`src/rtl/bscc_pkg.sv`:
```
package bscc_pkg;

   // voltage-to-percent table
   localparam int TABLE_POINTS = 20;
   localparam logic [15:0] OCV_MV [TABLE_POINTS] = '{
      16'd3139, 16'd3220, 16'd3237, 16'd3265, 16'd3290,
      16'd3302, 16'd3304, 16'd3304, 16'd3305, 16'd3306,
      16'd3307, 16'd3312, 16'd3338, 16'd3340, 16'd3342,
      16'd3340, 16'd3341, 16'd3342, 16'd3345, 16'd3352};
   localparam logic [6:0] OCV_PCT [TABLE_POINTS] = '{
      7'd5,  7'd10, 7'd15, 7'd20, 7'd25, 7'd30, 7'd35, 7'd40, 7'd45, 7'd50,
      7'd55, 7'd60, 7'd65, 7'd70, 7'd75, 7'd80, 7'd85, 7'd90, 7'd95, 7'd100};

   localparam logic [6:0]  PCT_FULL         = 7'd100;
   localparam logic [31:0] MA_MS_PER_AH     = 32'd3600000000;
   localparam logic [25:0] MA_MS_PER_PCT_AH = 26'd36000000;
   localparam logic [15:0] CYCLE_MAX        = 16'hFFFF;

   // shared divider geometry
   localparam int NUM_W     = 42;
   localparam int DEN_W     = 36;
   localparam int Q_W       = 7;
   localparam int DIV_STEPS = 7;
   localparam int CNT_W     = $clog2(DIV_STEPS + 1);
   localparam int SEG_NUM_W = 23;

   // item codes
   localparam logic       OP_START      = 1'b0;
   localparam logic       OP_TICK       = 1'b1;
   localparam logic [2:0] MODE_STANDBY  = 3'd0;
   localparam logic [2:0] MODE_CHARGE   = 3'd1;
   localparam logic [2:0] MODE_DISCHRG  = 3'd2;
   localparam logic [2:0] MODE_ERROR    = 3'd3;
   localparam logic [1:0] ERR_OVER_V    = 2'd1;
   localparam logic [1:0] ERR_UNDER_V   = 2'd2;

   // register indexes
   localparam logic CSR_CAPACITY = 1'b0;
   localparam logic CSR_INTERVAL = 1'b1;

   typedef struct packed {
      logic             start;
      logic [NUM_W-1:0] num;
      logic [DEN_W-1:0] den;
   } div_req_type;

   typedef struct packed {
      logic           busy;
      logic           done;
      logic [Q_W-1:0] quot;
   } div_rsp_type;

   typedef struct packed {
      logic                 below;
      logic                 above;
      logic [6:0]           base_pct;
      logic [SEG_NUM_W-1:0] num;
      logic [15:0]          span;
   } ocv_seg_type;

endpackage

```
`src/rtl/battery_soc_coulomb_counter.sv`:
```
// flow: an accepted item passes load, exec and out; a charge or discharge tick also waits
// in divw, a start outside the table passes seed, and an interpolated start divw and seed
// throughput: one item at a time, held up by the 7-step shared divider and by a stalled
// output; an item is taken while a result waits on the output
// reset (synchronous, active high) clears all charge state and sets capacity 100 Ah
// and interval 100 ms
module battery_soc_coulomb_counter import bscc_pkg::*; (
   input  logic        clock,
   input  logic        reset,
   // input items
   input  logic        req_tvalid,
   output logic        req_tready,
   input  logic [47:0] req_tdata,   // pack_current_ma[20:0], avg_voltage_mv[36:21],
                                    // saved_soc_pct[43:37], zero pad
   input  logic [5:0]  req_tuser,   // operation[0], bms_mode[3:1], error_kind[5:4]
   // result items
   output logic        rsp_tvalid,
   input  logic        rsp_tready,
   output logic [39:0] rsp_tdata,   // soc_pct[6:0], max_soc_pct[13:7], min_soc_pct[20:14],
                                    // cycle_total[36:21], zero pad
   output logic [0:0]  rsp_tuser,   // cycle_done[0]
   // register writes
   input  logic        csr_valid,
   output logic        csr_ready,
   input  logic        csr_index,
   input  logic [13:0] csr_data
);

   // sequencer states
   localparam logic [2:0] ST_IDLE = 3'd0;
   localparam logic [2:0] ST_LOAD = 3'd1;
   localparam logic [2:0] ST_EXEC = 3'd2;
   localparam logic [2:0] ST_DIVW = 3'd3;
   localparam logic [2:0] ST_SEED = 3'd4;
   localparam logic [2:0] ST_OUT  = 3'd5;

   logic [2:0]         state_ff,    state_in;
   logic [9:0]         cap_ff;
   logic [13:0]        intv_ff;
   // latched item
   logic               op_ff,       op_in;
   logic [2:0]         mode_ff,     mode_in;
   logic [1:0]         kind_ff,     kind_in;
   logic signed [20:0] cur_ff,      cur_in;
   logic [15:0]        volt_ff,     volt_in;
   logic [6:0]         saved_ff,    saved_in;
   // per-item products
   logic [41:0]        full_ff,     full_in;
   logic [35:0]        unit_ff,     unit_in;
   logic signed [35:0] delta_ff,    delta_in;
   // battery state
   logic [41:0]        charge_ff,   charge_in;
   logic [43:0]        thr_ff,      thr_in;
   logic [6:0]         soc_ff,      soc_in;
   logic [6:0]         high_ff,     high_in;
   logic [6:0]         low_ff,      low_in;
   logic [15:0]        cyc_ff,      cyc_in;
   logic               done_ff,     done_in;
   logic [6:0]         est_ff,      est_in;
   logic               ocv_div_ff,  ocv_div_in;
   // output register
   logic               rsp_valid_ff, rsp_valid_in;
   logic [39:0]        rsp_data_ff,  rsp_data_in;
   logic               rsp_user_ff,  rsp_user_in;

   logic [9:0]         cap_eff;
   logic signed [35:0] cur_x;
   logic signed [35:0] intv_x;
   logic signed [43:0] csum;
   logic [41:0]        c_clamp;
   logic signed [44:0] tsum;
   logic [43:0]        t_clamp;
   logic               cyc_hit;
   logic [6:0]         soc_sel;
   logic [41:0]        seed_prod;

   div_req_type        div_req;
   div_rsp_type        div_rsp;
   ocv_seg_type        seg;

   bscc_ocv u_ocv (
      .volt_mv (volt_ff),
      .seg     (seg)
   );

   bscc_div u_div (
      .clock (clock),
      .reset (reset),
      .req   (div_req),
      .rsp   (div_rsp)
   );

   assign req_tready = state_ff == ST_IDLE;
   assign csr_ready  = 1'b1;
   assign rsp_tvalid = rsp_valid_ff;
   assign rsp_tdata  = rsp_data_ff;
   assign rsp_tuser  = rsp_user_ff;

   // zero capacity counts as one ampere hour
   assign cap_eff = (cap_ff == 10'd0) ? 10'd1 : cap_ff;
   assign cur_x   = 36'(cur_ff);
   assign intv_x  = 36'(intv_ff);

   // tick math: charge add clamped to 0..full, throughput add or subtract floored at 0
   always_comb begin
      csum = $signed({2'b00, charge_ff}) + 44'(delta_ff);
      if (csum[43]) begin
         c_clamp = '0;
      end else if (csum > $signed({2'b00, full_ff})) begin
         c_clamp = full_ff;
      end else begin
         c_clamp = csum[41:0];
      end
      if (mode_ff == MODE_CHARGE) begin
         tsum = $signed({1'b0, thr_ff}) + 45'(delta_ff);
      end else begin
         tsum = $signed({1'b0, thr_ff}) - 45'(delta_ff);
      end
      t_clamp = tsum[44] ? '0 : tsum[43:0];
      // a battery cycle is counted per two full capacities of throughput
      cyc_hit = {1'b0, t_clamp} >= {2'b00, full_ff, 1'b0};
   end

   // reported percent after a start: saved percent wins unless zero, capped at full
   always_comb begin
      if (saved_ff == 7'd0) begin
         soc_sel = est_ff;
      end else if (saved_ff > PCT_FULL) begin
         soc_sel = PCT_FULL;
      end else begin
         soc_sel = saved_ff;
      end
      seed_prod = 42'(unit_ff) * 42'(soc_sel);
   end

   // sequencer
   always_comb begin
      state_in     = state_ff;
      op_in        = op_ff;
      mode_in      = mode_ff;
      kind_in      = kind_ff;
      cur_in       = cur_ff;
      volt_in      = volt_ff;
      saved_in     = saved_ff;
      full_in      = full_ff;
      unit_in      = unit_ff;
      delta_in     = delta_ff;
      charge_in    = charge_ff;
      thr_in       = thr_ff;
      soc_in       = soc_ff;
      high_in      = high_ff;
      low_in       = low_ff;
      cyc_in       = cyc_ff;
      done_in      = done_ff;
      est_in       = est_ff;
      ocv_div_in   = ocv_div_ff;
      rsp_valid_in = rsp_valid_ff && !rsp_tready;
      rsp_data_in  = rsp_data_ff;
      rsp_user_in  = rsp_user_ff;
      div_req      = '0;

      unique case (state_ff)
         ST_IDLE: begin
            if (req_tvalid) begin
               op_in    = req_tuser[0];
               mode_in  = req_tuser[3:1];
               kind_in  = req_tuser[5:4];
               cur_in   = $signed(req_tdata[20:0]);
               volt_in  = req_tdata[36:21];
               saved_in = req_tdata[43:37];
               done_in  = 1'b0;
               state_in = ST_LOAD;
            end
         end
         ST_LOAD: begin
            // capacity in mA*ms, one percent of it, and the charge step of this tick
            full_in  = 42'(42'(cap_eff) * 42'(MA_MS_PER_AH));
            unit_in  = 36'(cap_eff) * 36'(MA_MS_PER_PCT_AH);
            delta_in = cur_x * intv_x;
            state_in = ST_EXEC;
         end
         ST_EXEC: begin
            state_in = ST_OUT;
            if (op_ff == OP_START) begin
               if (mode_ff == MODE_STANDBY) begin
                  if (seg.above) begin
                     est_in   = PCT_FULL;
                     state_in = ST_SEED;
                  end else if (seg.below) begin
                     est_in   = 7'd0;
                     state_in = ST_SEED;
                  end else begin
                     // interpolate within the segment on the shared divider
                     div_req.start = 1'b1;
                     div_req.num   = NUM_W'(seg.num);
                     div_req.den   = DEN_W'(seg.span);
                     ocv_div_in    = 1'b1;
                     state_in      = ST_DIVW;
                  end
               end
            end else if (mode_ff == MODE_CHARGE || mode_ff == MODE_DISCHRG) begin
               charge_in = c_clamp;
               if (cyc_hit) begin
                  thr_in  = '0;
                  done_in = 1'b1;
                  if (cyc_ff != CYCLE_MAX) begin
                     cyc_in = cyc_ff + 16'd1;
                  end
               end else begin
                  thr_in = t_clamp;
               end
               // floor percent is charge over one percent of capacity
               div_req.start = 1'b1;
               div_req.num   = c_clamp;
               div_req.den   = unit_ff;
               ocv_div_in    = 1'b0;
               state_in      = ST_DIVW;
            end else if (mode_ff == MODE_ERROR) begin
               if (kind_ff == ERR_OVER_V) begin
                  soc_in    = PCT_FULL;
                  charge_in = full_ff;
                  high_in   = PCT_FULL;
               end else if (kind_ff == ERR_UNDER_V) begin
                  soc_in    = 7'd0;
                  charge_in = '0;
                  low_in    = 7'd0;
               end
            end
         end
         ST_DIVW: begin
            if (div_rsp.done) begin
               if (ocv_div_ff) begin
                  est_in   = seg.base_pct + div_rsp.quot;
                  state_in = ST_SEED;
               end else begin
                  soc_in = div_rsp.quot;
                  if (div_rsp.quot > high_ff) begin
                     high_in = div_rsp.quot;
                  end
                  if (div_rsp.quot < low_ff) begin
                     low_in = div_rsp.quot;
                  end
                  state_in = ST_OUT;
               end
            end
         end
         ST_SEED: begin
            soc_in    = soc_sel;
            high_in   = est_ff;
            low_in    = est_ff;
            cyc_in    = '0;
            charge_in = seed_prod;
            state_in  = ST_OUT;
         end
         ST_OUT: begin
            if (!rsp_valid_ff || rsp_tready) begin
               rsp_valid_in = 1'b1;
               rsp_data_in  = {3'b000, cyc_ff, low_ff, high_ff, soc_ff};
               rsp_user_in  = done_ff;
               state_in     = ST_IDLE;
            end
         end
         default: begin
            state_in = ST_IDLE;
         end
      endcase
   end

   always_ff @(posedge clock) begin
      if (reset) begin
         state_ff     <= ST_IDLE;
         cap_ff       <= 10'd100;
         intv_ff      <= 14'd100;
         charge_ff    <= '0;
         thr_ff       <= '0;
         soc_ff       <= '0;
         high_ff      <= '0;
         low_ff       <= '0;
         cyc_ff       <= '0;
         done_ff      <= 1'b0;
         ocv_div_ff   <= 1'b0;
         rsp_valid_ff <= 1'b0;
      end else begin
         state_ff     <= state_in;
         charge_ff    <= charge_in;
         thr_ff       <= thr_in;
         soc_ff       <= soc_in;
         high_ff      <= high_in;
         low_ff       <= low_in;
         cyc_ff       <= cyc_in;
         done_ff      <= done_in;
         ocv_div_ff   <= ocv_div_in;
         rsp_valid_ff <= rsp_valid_in;
         if (csr_valid) begin
            unique case (csr_index)
               CSR_CAPACITY: cap_ff  <= csr_data[9:0];
               CSR_INTERVAL: intv_ff <= csr_data;
               default:      cap_ff  <= cap_ff;
            endcase
         end
      end
      op_ff       <= op_in;
      mode_ff     <= mode_in;
      kind_ff     <= kind_in;
      cur_ff      <= cur_in;
      volt_ff     <= volt_in;
      saved_ff    <= saved_in;
      full_ff     <= full_in;
      unit_ff     <= unit_in;
      delta_ff    <= delta_in;
      est_ff      <= est_in;
      rsp_data_ff <= rsp_data_in;
      rsp_user_ff <= rsp_user_in;
   end

   // reported percent never passes full
   a_soc_range: assert property (@(posedge clock) disable iff (reset)
      rsp_tvalid |-> rsp_tdata[6:0] <= PCT_FULL)
      else $error("soc above full");

   // divider only finishes while the sequencer waits for it
   a_div_wait: assert property (@(posedge clock) disable iff (reset)
      div_rsp.done |-> state_ff == ST_DIVW)
      else $error("divider result with no waiter");

   // a completed cycle leaves a non-zero count
   a_cycle_cnt: assert property (@(posedge clock) disable iff (reset)
      rsp_tvalid && rsp_tuser[0] |-> rsp_tdata[36:21] != 16'd0)
      else $error("cycle done with zero count");

   // an accepted item starts the product step next
   a_accept_load: assert property (@(posedge clock) disable iff (reset)
      req_tvalid && req_tready |=> state_ff == ST_LOAD)
      else $error("accepted item not loaded");

endmodule

```
`src/rtl/bscc_div.sv`:
```
module bscc_div import bscc_pkg::*; (
   input  logic        clock,
   input  logic        reset,
   input  div_req_type req,
   output div_rsp_type rsp
);

   logic [NUM_W-1:0] rem_ff,  rem_in;
   logic [NUM_W-1:0] dsh_ff,  dsh_in;
   logic [Q_W-1:0]   quot_ff, quot_in;
   logic [CNT_W-1:0] cnt_ff,  cnt_in;
   logic             busy_ff, busy_in;
   logic             done_ff, done_in;
   logic             sub_ok;

   // restoring divide, one quotient bit a cycle
   always_comb begin
      sub_ok  = rem_ff >= dsh_ff;
      rem_in  = rem_ff;
      dsh_in  = dsh_ff;
      quot_in = quot_ff;
      cnt_in  = cnt_ff;
      busy_in = busy_ff;
      done_in = 1'b0;
      if (req.start) begin
         rem_in  = req.num;
         dsh_in  = NUM_W'(req.den) << (DIV_STEPS - 1);
         quot_in = '0;
         cnt_in  = CNT_W'(DIV_STEPS);
         busy_in = 1'b1;
      end else if (busy_ff) begin
         if (sub_ok) begin
            rem_in = rem_ff - dsh_ff;
         end
         quot_in = {quot_ff[Q_W-2:0], sub_ok};
         dsh_in  = dsh_ff >> 1;
         cnt_in  = cnt_ff - CNT_W'(1);
         if (cnt_ff == CNT_W'(1)) begin
            busy_in = 1'b0;
            done_in = 1'b1;
         end
      end
   end

   always_ff @(posedge clock) begin
      if (reset) begin
         busy_ff <= 1'b0;
         done_ff <= 1'b0;
         cnt_ff  <= '0;
      end else begin
         busy_ff <= busy_in;
         done_ff <= done_in;
         cnt_ff  <= cnt_in;
      end
      rem_ff  <= rem_in;
      dsh_ff  <= dsh_in;
      quot_ff <= quot_in;
   end

   assign rsp.busy = busy_ff;
   assign rsp.done = done_ff;
   assign rsp.quot = quot_ff;

endmodule

```
`src/rtl/bscc_ocv.sv`:
```
module bscc_ocv import bscc_pkg::*; (
   input  logic [15:0] volt_mv,
   output ocv_seg_type seg
);

   logic [15:0] dv;
   logic [6:0]  dp;

   // first table point above the voltage picks the segment
   always_comb begin
      seg.below    = volt_mv < OCV_MV[0];
      seg.above    = volt_mv >= OCV_MV[TABLE_POINTS-1];
      seg.base_pct = '0;
      seg.span     = 16'd1;
      dv           = '0;
      dp           = '0;
      for (int i = TABLE_POINTS - 1; i >= 1; i--) begin
         if (volt_mv < OCV_MV[i]) begin
            seg.base_pct = OCV_PCT[i-1];
            seg.span     = OCV_MV[i] - OCV_MV[i-1];
            dv           = volt_mv - OCV_MV[i-1];
            dp           = OCV_PCT[i] - OCV_PCT[i-1];
         end
      end
      seg.num = SEG_NUM_W'(dv) * SEG_NUM_W'(dp);
   end

endmodule

```
`config.mk`:
```
export PLATFORM = sky130hd
export DESIGN_NAME = battery_soc_coulomb_counter
export DESIGN_NICKNAME = d
export VERILOG_FILES = /design/src/rtl/bscc_pkg.sv /design/src/rtl/battery_soc_coulomb_counter.sv /design/src/rtl/bscc_div.sv /design/src/rtl/bscc_ocv.sv
export SDC_FILE = /design/constraint.sdc
export NUM_CORES = 2
export LEC_CHECK = 0
export BUFFER_PORTS_ARGS = -buffer_cell sky130_fd_sc_hd__buf_2
export CORE_AREA = 3 3 332 334
export CTS_CLUSTER_DIAMETER = 80
export DETAILED_ROUTE_END_ITERATION = 10
export DIE_AREA = 0 0 335 337
export SYNTH_ARGS = -nofsm -noshare
export SYNTH_HDL_FRONTEND = slang
export SYNTH_SLANG_ARGS = --single-unit
```
`constraint.sdc`:
```
create_clock -name clock -period 17.3 [get_ports clock]
set_input_delay 3.46 -clock clock [delete_from_list [all_inputs] [get_ports clock]]
set_output_delay 3.46 -clock clock [all_outputs]
set_load 0.01 [all_outputs]
```
==> metrics.md <==
| Metric | Value |
|---|---|
| Status | `complete, no violations` |
| Worst-Margin Slew | `1.25 ns` |
| Seq/Total Area, Yosys | `22.2%` |
| Hold buffer count at cts | `0` |
| WL final | `146000 um` |
| DR WL/cell | `20.3 um` |
| Leading cell type in the layout, fill and taps excluded | `inv_1` |
| Critical Path Start Type | `flop` |
| Yosys warns | `0` |
| Tmin final | `10.09 ns` |
| Pre-CTS setup slack | `7.31 ns` |
| CTS sink cnt | `437` |
| Crit-path max cell delay | `0.70 ns` |
| Final nets | `6857` |
| Finished Cell Area | `55300 um2` |
| Setup repair bufs after CTS | `0` |
| Final core occ | `51.6%` |
| Post-synth cell types | `100` |
| Synth area leaders | `fa_1 19%, edfxtp_1 16%, ha_1 14%, dfxtp_1 6.7%, inv_1 5.0%` |
| Global-route wire length before repair | `234000 um` |
| Number of placement rows | `120` |
| Clock Skews | `0.0247 ns` |
| Tcrit/Tclk final | `58.3%` |
| Clock transition at path regs | `0.06 ns` |
| Die Ht | `337 um` |
| Family with the most delay on the worst path | `simple AND/OR/NAND/NOR gates` |
| DRT Pass-1 Iters | `6` |
| Routability cong. | `0.964` |
| Placed cell areas | `53300 um2` |
| Largest net degree at the start of global routing | `71` |
| Final worst slack | `7.21 ns` |
| Req. time, crit path | `17.89 ns` |
| Layout area overhead | `7.71%` |
| CP max stage cell | `or4_1` |
| RSZ-0062 raised after global routing | `no` |
| Commonest non-fill, non-tap cells in the layout | `683 x inv_1, 580 x nand2_1, 563 x ha_1, 493 x fa_1, 400 x a21oi_1` |
| Buf/Inv on CP | `0` |
| Clk buf depth | `3` |
| Area of the core | `107000 um2` |
| Yosys top cell area share | `19.2%` |
| Setup Viol. Count Final | `0` |
| Number of remaining DRC errors | `0` |
| Crit path capture type | `flop` |
| Final max-slew violation count | `0` |
| Ys async rst share | `0%` |
| EDFF count, synth | `266` |
| Gate Count Post-Synth | `5732` |
| Maximum clock rate | `99.1 MHz` |
| CTS buffer count | `59` |
| HPWL Detailed | `114000 um` |
| Max-Cap Viols | `0` |
| Gr usage total | `26.1%` |
| Hold Crit Class | `reg2reg` |
| Fill count | `10141` |
| Via count | `41628` |
| Root Driver | `clkbuf_16` |
| Antenna violation net count after detailed routing | `0` |
| Initial antenna violation count | `2` |
| Crit path max fanout | `31` |
| Flops & latches, synth | `437` |
| Resized cells post-CTS | `0` |
| WS Path Type | `reg2reg` |
| Rel. slew slack | `15.7%` |
| Clock latency on the worst-skew pair | `0.68 ns` |
| Total grt overflow | `0` |
| Die width | `335 um` |
| Post-synth top area cell | `fa_1` |
| Final Hold Viols | `0` |
| CTS tree | `done` |
| Mean post-synth cell area | `8.96 um2` |
| Starting Density | `47.9%` |
| Share of cells above drive strength 1 | `5.85%` |
| Vias in the first global route | `41747` |
| Vias/cell | `5.80` |
| Die ar. | `113000 um2` |
| Ys flop type | `edfxtp_1` |
| Number of port buffers | `109` |
| Final setup TNS | `0 ns` |
| I/O pin cnt | `118` |
| CP arrival | `10.68 ns` |
| Mapped Area | `51400 um2` |
| Critical path's most frequent cell | `or4_1` |
| H-Tree Level Count | `2` |
| 1st-iter DRT viols | `3115` |
[logic make-up (layout without fill, tap and decap cells)]
group | Yosys count | after routing | share of synthesized area, %
flops | 437 | 437 | 22.2
compound gates | 1312 | 1312 | 16.6
simple gates | 1662 | 1662 | 15.5
mux | 44 | 44 | 0.858
fa+ha+maj | 1056 | 1056 | 32.9
other cells | 2 | 6 | 0.0146
buf+inv | 923 | 966 | 6.87
xor+xnor | 296 | 296 | 5.05
[sequential cells by signal, indices dropped and copies added, names as in the netlist, 7 cells and up]
name and count:
cap_ff 10, charge_ff 42, cur_ff 21, cyc_ff 16, delta_ff 36, est_ff 7
full_ff 29, high_ff 7, intv_ff 14, low_ff 7, rsp_tdata 37, saved_ff 7
soc_ff 7, thr_ff 44, u_div.dsh_ff 42, u_div.quot_ff 7, u_div.rem_ff 42, unit_ff 28
volt_ff 16
[synth_stat cells, drive strengths merged (85+ instances only)]
cell type  number
a21o          122
clkbuf        188
nand2         582
ha            563
nor2          364
nand3         113
o21ai         261
a21oi         400
inv           684
xor2          106
and2          196
xnor2         190
edfxtp        266
dfxtp         171
fa            493
nor3           85
[worst reg2reg max path: cells and delay by family, from the launching register on]
kind,cells,cell delay [ns]
simple gates,17,6.13
compound gates,10,2.70
flops,1,0.48
xor+xnor,1,0.16
fa+ha+maj,2,0.52
[final cells by class]
class / instances / area (um2) / share of cell area [%]
clock inverters: 38 / 448 / 0.810
diodes: 1 / 2.50 / 0.00452
repair buffers: 168 / 991 / 1.79
flip-flops and latches: 437 / 11400 / 20.6
multi-input cells: 4375 / 36500 / 66.0
inverters: 686 / 2570 / 4.65
clock buffers: 74 / 1610 / 2.92
well taps: 1403 / 1760 / 3.17
[final timing paths]
path | endpoint | slack [ns] | cells after the start | start
hold reg to reg | rsp_tdata[8]$_DFFE_PP_ | 0.44 | 0 | high_ff[1]$_SDFFE_PP0P_
hold / removal | rsp_tdata[8]$_DFFE_PP_ | 0.44 | 0 | high_ff[1]$_SDFFE_PP0P_
setup / recovery | cyc_ff[10]$_SDFFE_PP0P_ | 7.21 | 30 | delta_ff[4]$_DFFE_PP_
setup reg to reg | cyc_ff[10]$_SDFFE_PP0P_ | 7.21 | 30 | delta_ff[4]$_DFFE_PP_
[per-stage QoR]
stage               instances  hold slack, ns
global route             7181           0.458
finish                   7182           0.439
global placement         7069           0.416
detailed placement       7069           0.421
floorplan                5735           0.408
CTS                      7181           0.440
[layer usage]
metal | routed length (um) | GRT usage (%)
met1 | 65700 | 36.2
met2 | 67400 | 43.2
met3 | 8420 | 2.80
met4 | 4320 | 7.63
met5 | 0 | 0
Power is not shown: default switching activity piles up to over one toggle a cycle in this logic, so the estimate is an artifact.
